[src/hw/rtl/dcrc8_pkg.sv]
// dcrc8_pkg: shared types, constants and the crc-8 byte fold function
// used by every module of the datagram crc-8 generator; no dependencies
`default_nettype none

package dcrc8_pkg;

    localparam int unsigned CRC_WIDTH  = 8;
    localparam int unsigned DATA_WIDTH = 8;

    localparam logic [CRC_WIDTH-1:0]  CRC_POLY = 8'h07;
    localparam logic [CRC_WIDTH-1:0]  CRC_INIT = 8'h00;
    localparam logic [DATA_WIDTH-1:0] BIT_LSB  = 8'h01;

    // one input item held in the input stage
    typedef struct packed {
        logic [DATA_WIDTH-1:0] data_byte;
        logic                  last_byte;
    } dcrc8_item_t;

    // handshake between the input stage and the fold stage
    typedef struct packed {
        logic valid;
        logic advance;
    } dcrc8_ctrl_t;

    // fold one byte into the crc, data lsb first against the crc msb
    function automatic logic [CRC_WIDTH-1:0] crc8_fold_byte(
        input logic [CRC_WIDTH-1:0]  crc_in,
        input logic [DATA_WIDTH-1:0] data_in
    );
        logic [CRC_WIDTH-1:0]  c;
        logic [DATA_WIDTH-1:0] d;
        logic                  fb;
        c = crc_in;
        d = data_in;
        for (int k = 0; k < DATA_WIDTH; k++)
        begin
            fb = c[CRC_WIDTH-1] ^ ((d & BIT_LSB) != '0);
            c  = {c[CRC_WIDTH-2:0], 1'b0};
            if (fb)
            begin
                c = c ^ CRC_POLY;
            end
            d = d >> 1;
        end
        return c;
    endfunction

endpackage

`default_nettype wire

[src/hw/rtl/datagram_crc8_generator.sv]
// datagram_crc8_generator: top level of the running crc-8 generator
// depends on dcrc8_pkg, dcrc8_in_stage and dcrc8_fold
`default_nettype none

// usage
//   input channel: data_valid / data_stall carry one payload byte per item
//   (data_byte) with last_byte set on the final byte of a datagram
//   output channel: crc_valid / crc_stall carry one result per item:
//   crc_value is the crc-8 (poly 0x07, init 0x00, data lsb first) over the
//   datagram bytes so far, crc_final echoes last_byte
//   pipeline: two register stages (input register, then fold into the
//   result register); a result turns valid at the edge that moves its
//   item from the input register into the result register
//   throughput: one item per cycle while crc_stall is low; the byte fold
//   is combinational between the input register and the result register
//   reset: clears both valid bits and the running crc to zero
//   stall: while crc_stall holds a result, the input register keeps one
//   more item and data_stall rises once it is full; nothing is dropped
//   after an item marked last the running crc returns to zero
module datagram_crc8_generator (
    input  wire logic                               clk,
    input  wire logic                               rst_n,
    input  wire logic                               data_valid,
    output logic                                    data_stall,
    input  wire logic [dcrc8_pkg::DATA_WIDTH-1:0]   data_byte,
    input  wire logic                               last_byte,
    output logic                                    crc_valid,
    input  wire logic                               crc_stall,
    output logic [dcrc8_pkg::CRC_WIDTH-1:0]         crc_value,
    output logic                                    crc_final
);
    import dcrc8_pkg::*;

    dcrc8_item_t          item_in;
    dcrc8_item_t          item_held;
    dcrc8_ctrl_t          ctrl;
    logic                 out_ready;
    logic [CRC_WIDTH-1:0] folded;

    logic                 crc_valid_reg;
    logic                 crc_valid_next;
    logic [CRC_WIDTH-1:0] crc_value_reg;
    logic                 crc_final_reg;

    assign item_in.data_byte = data_byte;
    assign item_in.last_byte = last_byte;

    // result register free or being emptied this cycle
    assign out_ready = !crc_valid_reg || !crc_stall;

    dcrc8_in_stage u_in_stage (
        .clk              (clk),
        .rst_n            (rst_n),
        .data_valid       (data_valid),
        .data_stall       (data_stall),
        .item_in          (item_in),
        .item_out         (item_held),
        .ctrl_out         (ctrl),
        .downstream_ready (out_ready)
    );

    dcrc8_fold u_fold (
        .clk     (clk),
        .rst_n   (rst_n),
        .item_in (item_held),
        .advance (ctrl.advance),
        .crc_out (folded)
    );

    // result valid follows items moving out of the input register
    always_comb
    begin
        crc_valid_next = crc_valid_reg;
        if (out_ready)
        begin
            crc_valid_next = ctrl.valid;
        end
    end

    always_ff @(posedge clk or negedge rst_n)
    begin
        if (!rst_n)
        begin
            crc_valid_reg <= 1'b0;
        end
        else
        begin
            crc_valid_reg <= crc_valid_next;
        end
    end

    // result payload loads only when an item moves in
    always_ff @(posedge clk)
    begin
        if (ctrl.advance)
        begin
            crc_value_reg <= folded;
            crc_final_reg <= item_held.last_byte;
        end
    end

    assign crc_valid = crc_valid_reg;
    assign crc_value = crc_value_reg;
    assign crc_final = crc_final_reg;

`ifndef SYNTH
    // an item moving out always lands in the result register with its crc
    assert property (@(posedge clk) disable iff (!rst_n)
        ctrl.advance |=> crc_valid_reg && (crc_value_reg == $past(folded)))
    else $error("result register did not capture folded crc");

    // the running crc restarts after the last byte of a datagram
    assert property (@(posedge clk) disable iff (!rst_n)
        ctrl.advance && item_held.last_byte |=> u_fold.running_crc_reg == CRC_INIT)
    else $error("running crc not cleared after last byte");

    // input stalls only while the input register holds an item
    assert property (@(posedge clk) disable iff (!rst_n)
        data_stall |-> ctrl.valid && crc_valid_reg && crc_stall)
    else $error("input stalled with free pipeline space");

    // running crc only changes when an item is folded in
    assert property (@(posedge clk) disable iff (!rst_n)
        !ctrl.advance |=> $stable(u_fold.running_crc_reg))
    else $error("running crc changed without an item");
`endif

endmodule

`default_nettype wire

[src/hw/rtl/dcrc8_in_stage.sv]
// dcrc8_in_stage: input register of the crc-8 generator with its valid bit
// depends on dcrc8_pkg
`default_nettype none

module dcrc8_in_stage (
    input  wire logic               clk,
    input  wire logic               rst_n,
    input  wire logic               data_valid,
    output logic                    data_stall,
    input  wire dcrc8_pkg::dcrc8_item_t item_in,
    output dcrc8_pkg::dcrc8_item_t  item_out,
    output dcrc8_pkg::dcrc8_ctrl_t  ctrl_out,
    input  wire logic               downstream_ready
);
    import dcrc8_pkg::*;

    logic        item_valid_reg;
    logic        item_valid_next;
    dcrc8_item_t item_reg;
    logic        take;
    logic        move;

    // item leaves when the fold stage can take it
    assign move       = item_valid_reg && downstream_ready;
    assign data_stall = item_valid_reg && !downstream_ready;
    assign take       = data_valid && !data_stall;

    always_comb
    begin
        item_valid_next = item_valid_reg;
        if (take)
        begin
            item_valid_next = 1'b1;
        end
        else if (move)
        begin
            item_valid_next = 1'b0;
        end
    end

    always_ff @(posedge clk or negedge rst_n)
    begin
        if (!rst_n)
        begin
            item_valid_reg <= 1'b0;
        end
        else
        begin
            item_valid_reg <= item_valid_next;
        end
    end

    always_ff @(posedge clk)
    begin
        if (take)
        begin
            item_reg <= item_in;
        end
    end

    assign item_out         = item_reg;
    assign ctrl_out.valid   = item_valid_reg;
    assign ctrl_out.advance = move;

endmodule

`default_nettype wire

[src/hw/rtl/dcrc8_fold.sv]
// dcrc8_fold: running crc register and the combinational byte fold
// depends on dcrc8_pkg
`default_nettype none

module dcrc8_fold (
    input  wire logic                              clk,
    input  wire logic                              rst_n,
    input  wire dcrc8_pkg::dcrc8_item_t            item_in,
    input  wire logic                              advance,
    output logic [dcrc8_pkg::CRC_WIDTH-1:0]        crc_out
);
    import dcrc8_pkg::*;

    logic [CRC_WIDTH-1:0] running_crc_reg;
    logic [CRC_WIDTH-1:0] running_crc_next;
    logic [CRC_WIDTH-1:0] folded;

    assign folded = crc8_fold_byte(running_crc_reg, item_in.data_byte);

    // clear after the last byte of a datagram
    always_comb
    begin
        running_crc_next = running_crc_reg;
        if (advance)
        begin
            running_crc_next = item_in.last_byte ? CRC_INIT : folded;
        end
    end

    always_ff @(posedge clk or negedge rst_n)
    begin
        if (!rst_n)
        begin
            running_crc_reg <= CRC_INIT;
        end
        else
        begin
            running_crc_reg <= running_crc_next;
        end
    end

    assign crc_out = folded;

endmodule

`default_nettype wire

[config.mk]
export PLATFORM = sky130hd
export DESIGN_NAME = datagram_crc8_generator
export DESIGN_NICKNAME = d
export VERILOG_FILES = /design/src/hw/rtl/dcrc8_pkg.sv /design/src/hw/rtl/datagram_crc8_generator.sv /design/src/hw/rtl/dcrc8_in_stage.sv /design/src/hw/rtl/dcrc8_fold.sv
export SDC_FILE = /design/constraint.sdc
export NUM_CORES = 1
export LEC_CHECK = 0
export BUFFER_PORTS_ARGS = -buffer_cell sky130_fd_sc_hd__buf_4
export CAP_MARGIN = 20
export CORE_MARGIN = 3
export CORE_UTILIZATION = 49
export CTS_CLUSTER_DIAMETER = 60
export DETAILED_ROUTE_END_ITERATION = 10
export MAX_ROUTING_LAYER = met4
export PLACE_DENSITY = 0.72
export SETUP_SLACK_MARGIN = 0.4
export SYNTH_ARGS = -nofsm -noshare
export SYNTH_HDL_FRONTEND = slang
export SYNTH_SLANG_ARGS = --single-unit
[constraint.sdc]
create_clock -name clk -period 1.72 [get_ports clk]
set_input_delay 0.172 -clock clk [delete_from_list [all_inputs] [get_ports clk]]
set_output_delay 0.172 -clock clk [all_outputs]
set_load 0.1 [all_outputs]
=== After elaboration in Yosys (flattened, before gate mapping) ===
Cells that the tools add are included.
W data, S select, Z words.

* Mux-type cells: 11
* Bitwise operators: 16
* Reductions and logical operators: 9

{| class="wikitable"
|+ Operators with widths
! operator !! number
|-
| $mux W3 || 8
|-
| $not A3 Y3 || 8
|-
| $mux W8 || 1
|-
| $xor A1 B1 Y1 || 8
|-
| $logic_not A1 Y1 || 4
|-
| $logic_and A1 B1 Y1 || 3
|-
| $mux W1 || 2
|-
| $reduce_bool A2 Y1 || 1
|-
| $logic_or A1 B1 Y1 || 1
|}

* Logic and storage cells: 43
* Flip-flop bits (word level): 28

=== Longest topological paths before layout ===
* Depth after elaboration: 17
* Gate-level depth with buffers: 5

=== Modules after synthesis ===
From an unflattened synthesis, not the netlist that was laid out.

* Cell total of the unflattened synthesis: 77
* Area total of the unflattened synthesis: 1273.7 um^2

{| class="wikitable"
|+ By module, submodules not included
! module !! instances !! sequential area each (um^2) !! cells an instance !! area each (um^2)
|-
| dcrc8_fold || 1 || 200.2 || 48 || 618.1
|-
| dcrc8_in_stage || 1 || 295.3 || 17 || 349.1
|-
| datagram_crc8_generator || 1 || 295.3 || 12 || 306.5
|}

=== Worst setup path before layout ===
Ideal clock, no wire load.

* Path kind: reg-to-reg
* From: reg crc_valid_reg (netlist: crc_valid)
* To: reg crc_final_reg (netlist: crc_final) (enable)
* Cell stages (with the launch flop): 4
* Period minus slack after synthesis: 1986 ps
* Data arrival time: 1696 ps
* Required time: 1430 ps
* Setup time: 290 ps
* Setup slack: -266 ps
* Path buffers: 1
* Cells stage by stage: dfrtp_1 -> a21bo_2 -> clkbuf_1 -> inv_1

* Word-level cells in the longest chain between the ends: 3

{| class="wikitable"
|+ RTL lines
! what !! line !! source
|-
| from (decl) || datagram_crc8_generator.sv:40 || <nowiki>logic crc_valid_reg;</nowiki>
|-
| from (signal assigned) || datagram_crc8_generator.sv:88 || <nowiki>crc_valid_reg <= crc_valid_next;</nowiki>
|-
| $logic_not A1 Y1 || datagram_crc8_generator.sv:49 || <nowiki>assign out_ready = !crc_valid_reg || !crc_stall;</nowiki>
|-
| $logic_or A1 B1 Y1 || datagram_crc8_generator.sv:49 ||
|-
| $logic_and A1 B1 Y1 || dcrc8_in_stage.sv:24 || <nowiki>assign move = item_valid_reg && downstream_ready;</nowiki>
|-
| net u_fold.advance || dcrc8_fold.sv:9 || <nowiki>input wire logic advance,</nowiki>
|-
| to (signal assigned) || datagram_crc8_generator.sv:98 || <nowiki>crc_final_reg <= item_held.last_byte;</nowiki>
|-
| to (decl) || datagram_crc8_generator.sv:43 || <nowiki>logic crc_final_reg;</nowiki>
|}

The timed path passes the listed nets, and every way through them passes these cells.
A chain may end at the register's enable or synchronous reset.

=== Worst setup path after layout ===
* From: reg u_in_stage.item_reg (netlist bit u_in_stage.item_out[8])
* To: reg u_fold.running_crc_reg[1]

* Word-level cells in the longest chain between the ends: 3

{| class="wikitable"
|+ RTL lines
! what !! line !! source
|-
| from (decl) || dcrc8_in_stage.sv:19 || <nowiki>dcrc8_item_t item_reg;</nowiki>
|-
| from (signal assigned) || dcrc8_in_stage.sv:57 || <nowiki>item_reg <= item_in;</nowiki>
|-
| $xor A1 B1 Y1 || dcrc8_pkg.sv:38 || <nowiki>fb = c[CRC_WIDTH-1] ^ ((d & BIT_LSB) != '0);</nowiki>
|-
| $mux W3 || dcrc8_pkg.sv:40 || <nowiki>if (fb)</nowiki>
|-
| $mux W8 || dcrc8_fold.sv:26 || <nowiki>running_crc_next = item_in.last_byte ? CRC_INIT : folded;</nowiki>
|-
| to (signal assigned) || dcrc8_fold.sv:38 || <nowiki>running_crc_reg <= running_crc_next;</nowiki>
|-
| to (decl) || dcrc8_fold.sv:14 || <nowiki>logic [CRC_WIDTH-1:0] running_crc_reg;</nowiki>
|}

Every way passes these cells.

==> results.ini <==
[route]
vias=870
drc=0
vias_per_cell=5.30
firstDrtPassIters=4
finalWirelength_um=3100
dr.first_iter.drc_count=29
ant_nets=0
wl_per_cell_um=18.9

[sta]
max_slew.worst_pin.slew_ns=0.306
finalSetupViolations=0
holdWs_ns=-0.00321
clock.fmax_ghz=0.641
fin_tns_setup_ns=0
worst_clock_skew_ns=0.0187
maxSlewHeadroom_pct=79.6
finalHoldViolations=2
drv_slew=0
rsz0062_at_grt=yes
period_minus_slack_ns=1.56
finalCritPeriodShare_pct=90.7

[yosys]
postSynthCellCount=80
syn_nets=93
synth_area_per_cell_um2=15.9
synth_area_um2=1270
ys_top_cells_by_area=edfxtp_1 43%, dfrtp_1 20%, xnor2_1 11%, xnor3_1 5.3%, xor3_1 3.7%
synth_top_area_share_pct=42.6
yosysUniqueCellTypes=24
ys_seq_area_share_pct=62.3
yosysWarnings=0
synth-seq-cells=28
synth_area_leader_cell=edfxtp_1

[critical_path]
r2r-end=u_fold.running_crc_reg[1]
r2r-start=u_in_stage.item_out[8]
cp_slowest_cell=edfxtp_1
cp.arrival_ns=1.80
cp.depth=3
critPathCaptureType=flip-flop
cp_cell_sequence=xnor2_4, xor3_1, a221o_1
cp_slowest_stage_delay_ns=0.48
worst-setup-path-type=reg2reg
r2r_setup_slack_ns=0.16
worstPathMaxFanout=3
endpoint=u_fold.running_crc_reg[1]
required_ns=1.96
path_buf_inv=0
r2r.worst_path.cells=3
critPathLaunchType=flip-flop
crit_path_start=u_in_stage.item_out[8]
critical-path-top-delay-family=XOR/XNOR gates

[die]
start_util_pct=54.2
ios=24
chipWidth_um=56.9
num_rows=17
die_area_um2=3240
die_y_um=56.9
core_um2=2340

[cts]
cts_made_buffers=3
clkSinkCount=28
cts-root-buf=clkbuf_4
cts.clk_slew.worst_paths_ns=0.15
clock_path_buffers=2
insertion_delay_ns=0.34
h-tree-depth=1
cts_tree=yes

[flow_run]
cap_violations=0

[layout]
syn_to_final_growth_pct=56.8
final_nets=150
drive_gt1_share_pct=53.7
final_area_um2=1990
largest_reg_flops=9
diodes=0

[placed_design]
port_buffers=23
gp_congestion=0.763
hpwl_um=1520
post_dp_cell_area_um2=1530

[status]
violations=negative hold slack
outcome=complete, but fails checks

[hold_path]
min_path_type=in2reg

[global_route]
grt_pass1_wl_um=3950
grt_usage_pct=16.4
grt_pass1_vias=872
overflow=0
antenna_found_initial=0
grt_max_degree=16

-- placed cells by master, fill, tap and decap left out, types with 2 or more instances in the layout --
cell,Yosys,routed
a21bo_4,0,2
a22o_1,4,4
buf_12,0,2
buf_4,0,40
clkbuf_4,0,3
dfrtp_1,10,7
dfrtp_2,0,2
dlygate4sd3_1,0,8
edfxtp_1,18,18
mux2i_1,2,2
nand2_1,2,2
nor2_1,3,2
xnor2_1,16,6
xnor2_2,0,6
xnor2_4,0,4
xnor3_1,3,3
xor2_1,5,2
xor2_2,1,3
xor3_1,2,2
-- worst min-delay path by stage --
stage / from / end / depth (start not counted)
2_1_floorplan: rst_n / u_fold.running_crc_reg[0] / 0
3_3_place_gp: rst_n / u_in_stage.item_valid_reg / 1
3_5_place_dp: rst_n / u_in_stage.item_valid_reg / 1
4_1_cts: data_byte[5] / u_in_stage.item_out[6] / 1
5_1_grt: data_byte[7] / u_in_stage.item_out[8] / 1
6_report: data_byte[0] / u_in_stage.item_out[1] / 1
-- routing by layer --
layer,vias to the layer above,global-route usage [%],routed length [um]
met5,-,-,0
met4,0,6.62,72
met3,6,2.30,172
met2,35,27.7,1660
met1,430,19.6,1190
li1,399,-,-
-- final cells by class --
| type | count | area, um^2 |
|---|---|---|
| clock buffer | 4 | 26.3 |
| fill | 109 | 350 |
| inverter | 2 | 18.8 |
| multi-input combinational | 50 | 674 |
| sequential | 28 | 797 |
| tap | 28 | 35.0 |
| timing repair buffer | 51 | 432 |
| timing repair inverter | 1 | 6.26 |
-- kinds of logic (layout without fill, tap and decap cells) --
| logic type | count (synthesis) | after routing | synth area share [%] |
|---|---|---|---|
| mux | 2 | 2 | 1.58 |
| buf+inv | 3 | 58 | 0.888 |
| flops | 28 | 28 | 62.3 |
| xor+xnor | 27 | 27 | 24.9 |
| compound gates | 10 | 11 | 6.51 |
| simple gates | 10 | 10 | 3.85 |
-- metrics by stage --
step	setup WS (ns)	cells	hold WS [ns]	utilization (%)
after global routing	0.0759	164	-0.0288	85.0
after detailed placement	0.0975	132	0.0153	65.5
after floorplan	0.244	80	-0.124	-
final	0.160	164	-0.00321	85.0
after CTS	0.216	148	0.00405	74.0
after global placement	0.188	132	0.0144	65.5
-- synth_stat cells --
library cell	number
xor2_1	5
a22o_1	4
xor2_2	1
a21o_1	1
nor2_1	3
inv_1	2
o21ai_0	1
nand2_1	2
nor4_1	1
o21ai_1	1
and2_1	1
a221o_1	1
xnor2_1	16
nand3_1	1
xnor3_1	3
nand2b_1	1
nor2b_1	1
clkbuf_1	1
mux2i_1	2
a22o_2	1
a21bo_2	1
xor3_1	2
edfxtp_1	18
dfrtp_1	10
-- repair_timing --
item,in CTS,in global routing
cloned,0,2
endpoints found under the setup margin,17,27
resized for setup,14,18
hold buffers,1,7
setup buffers,11,7
endpoints found under the hold margin,10,7
pin swaps,10,12
Power is not shown: default switching activity piles up to over one toggle a cycle in this logic, so the estimate is an artifact.
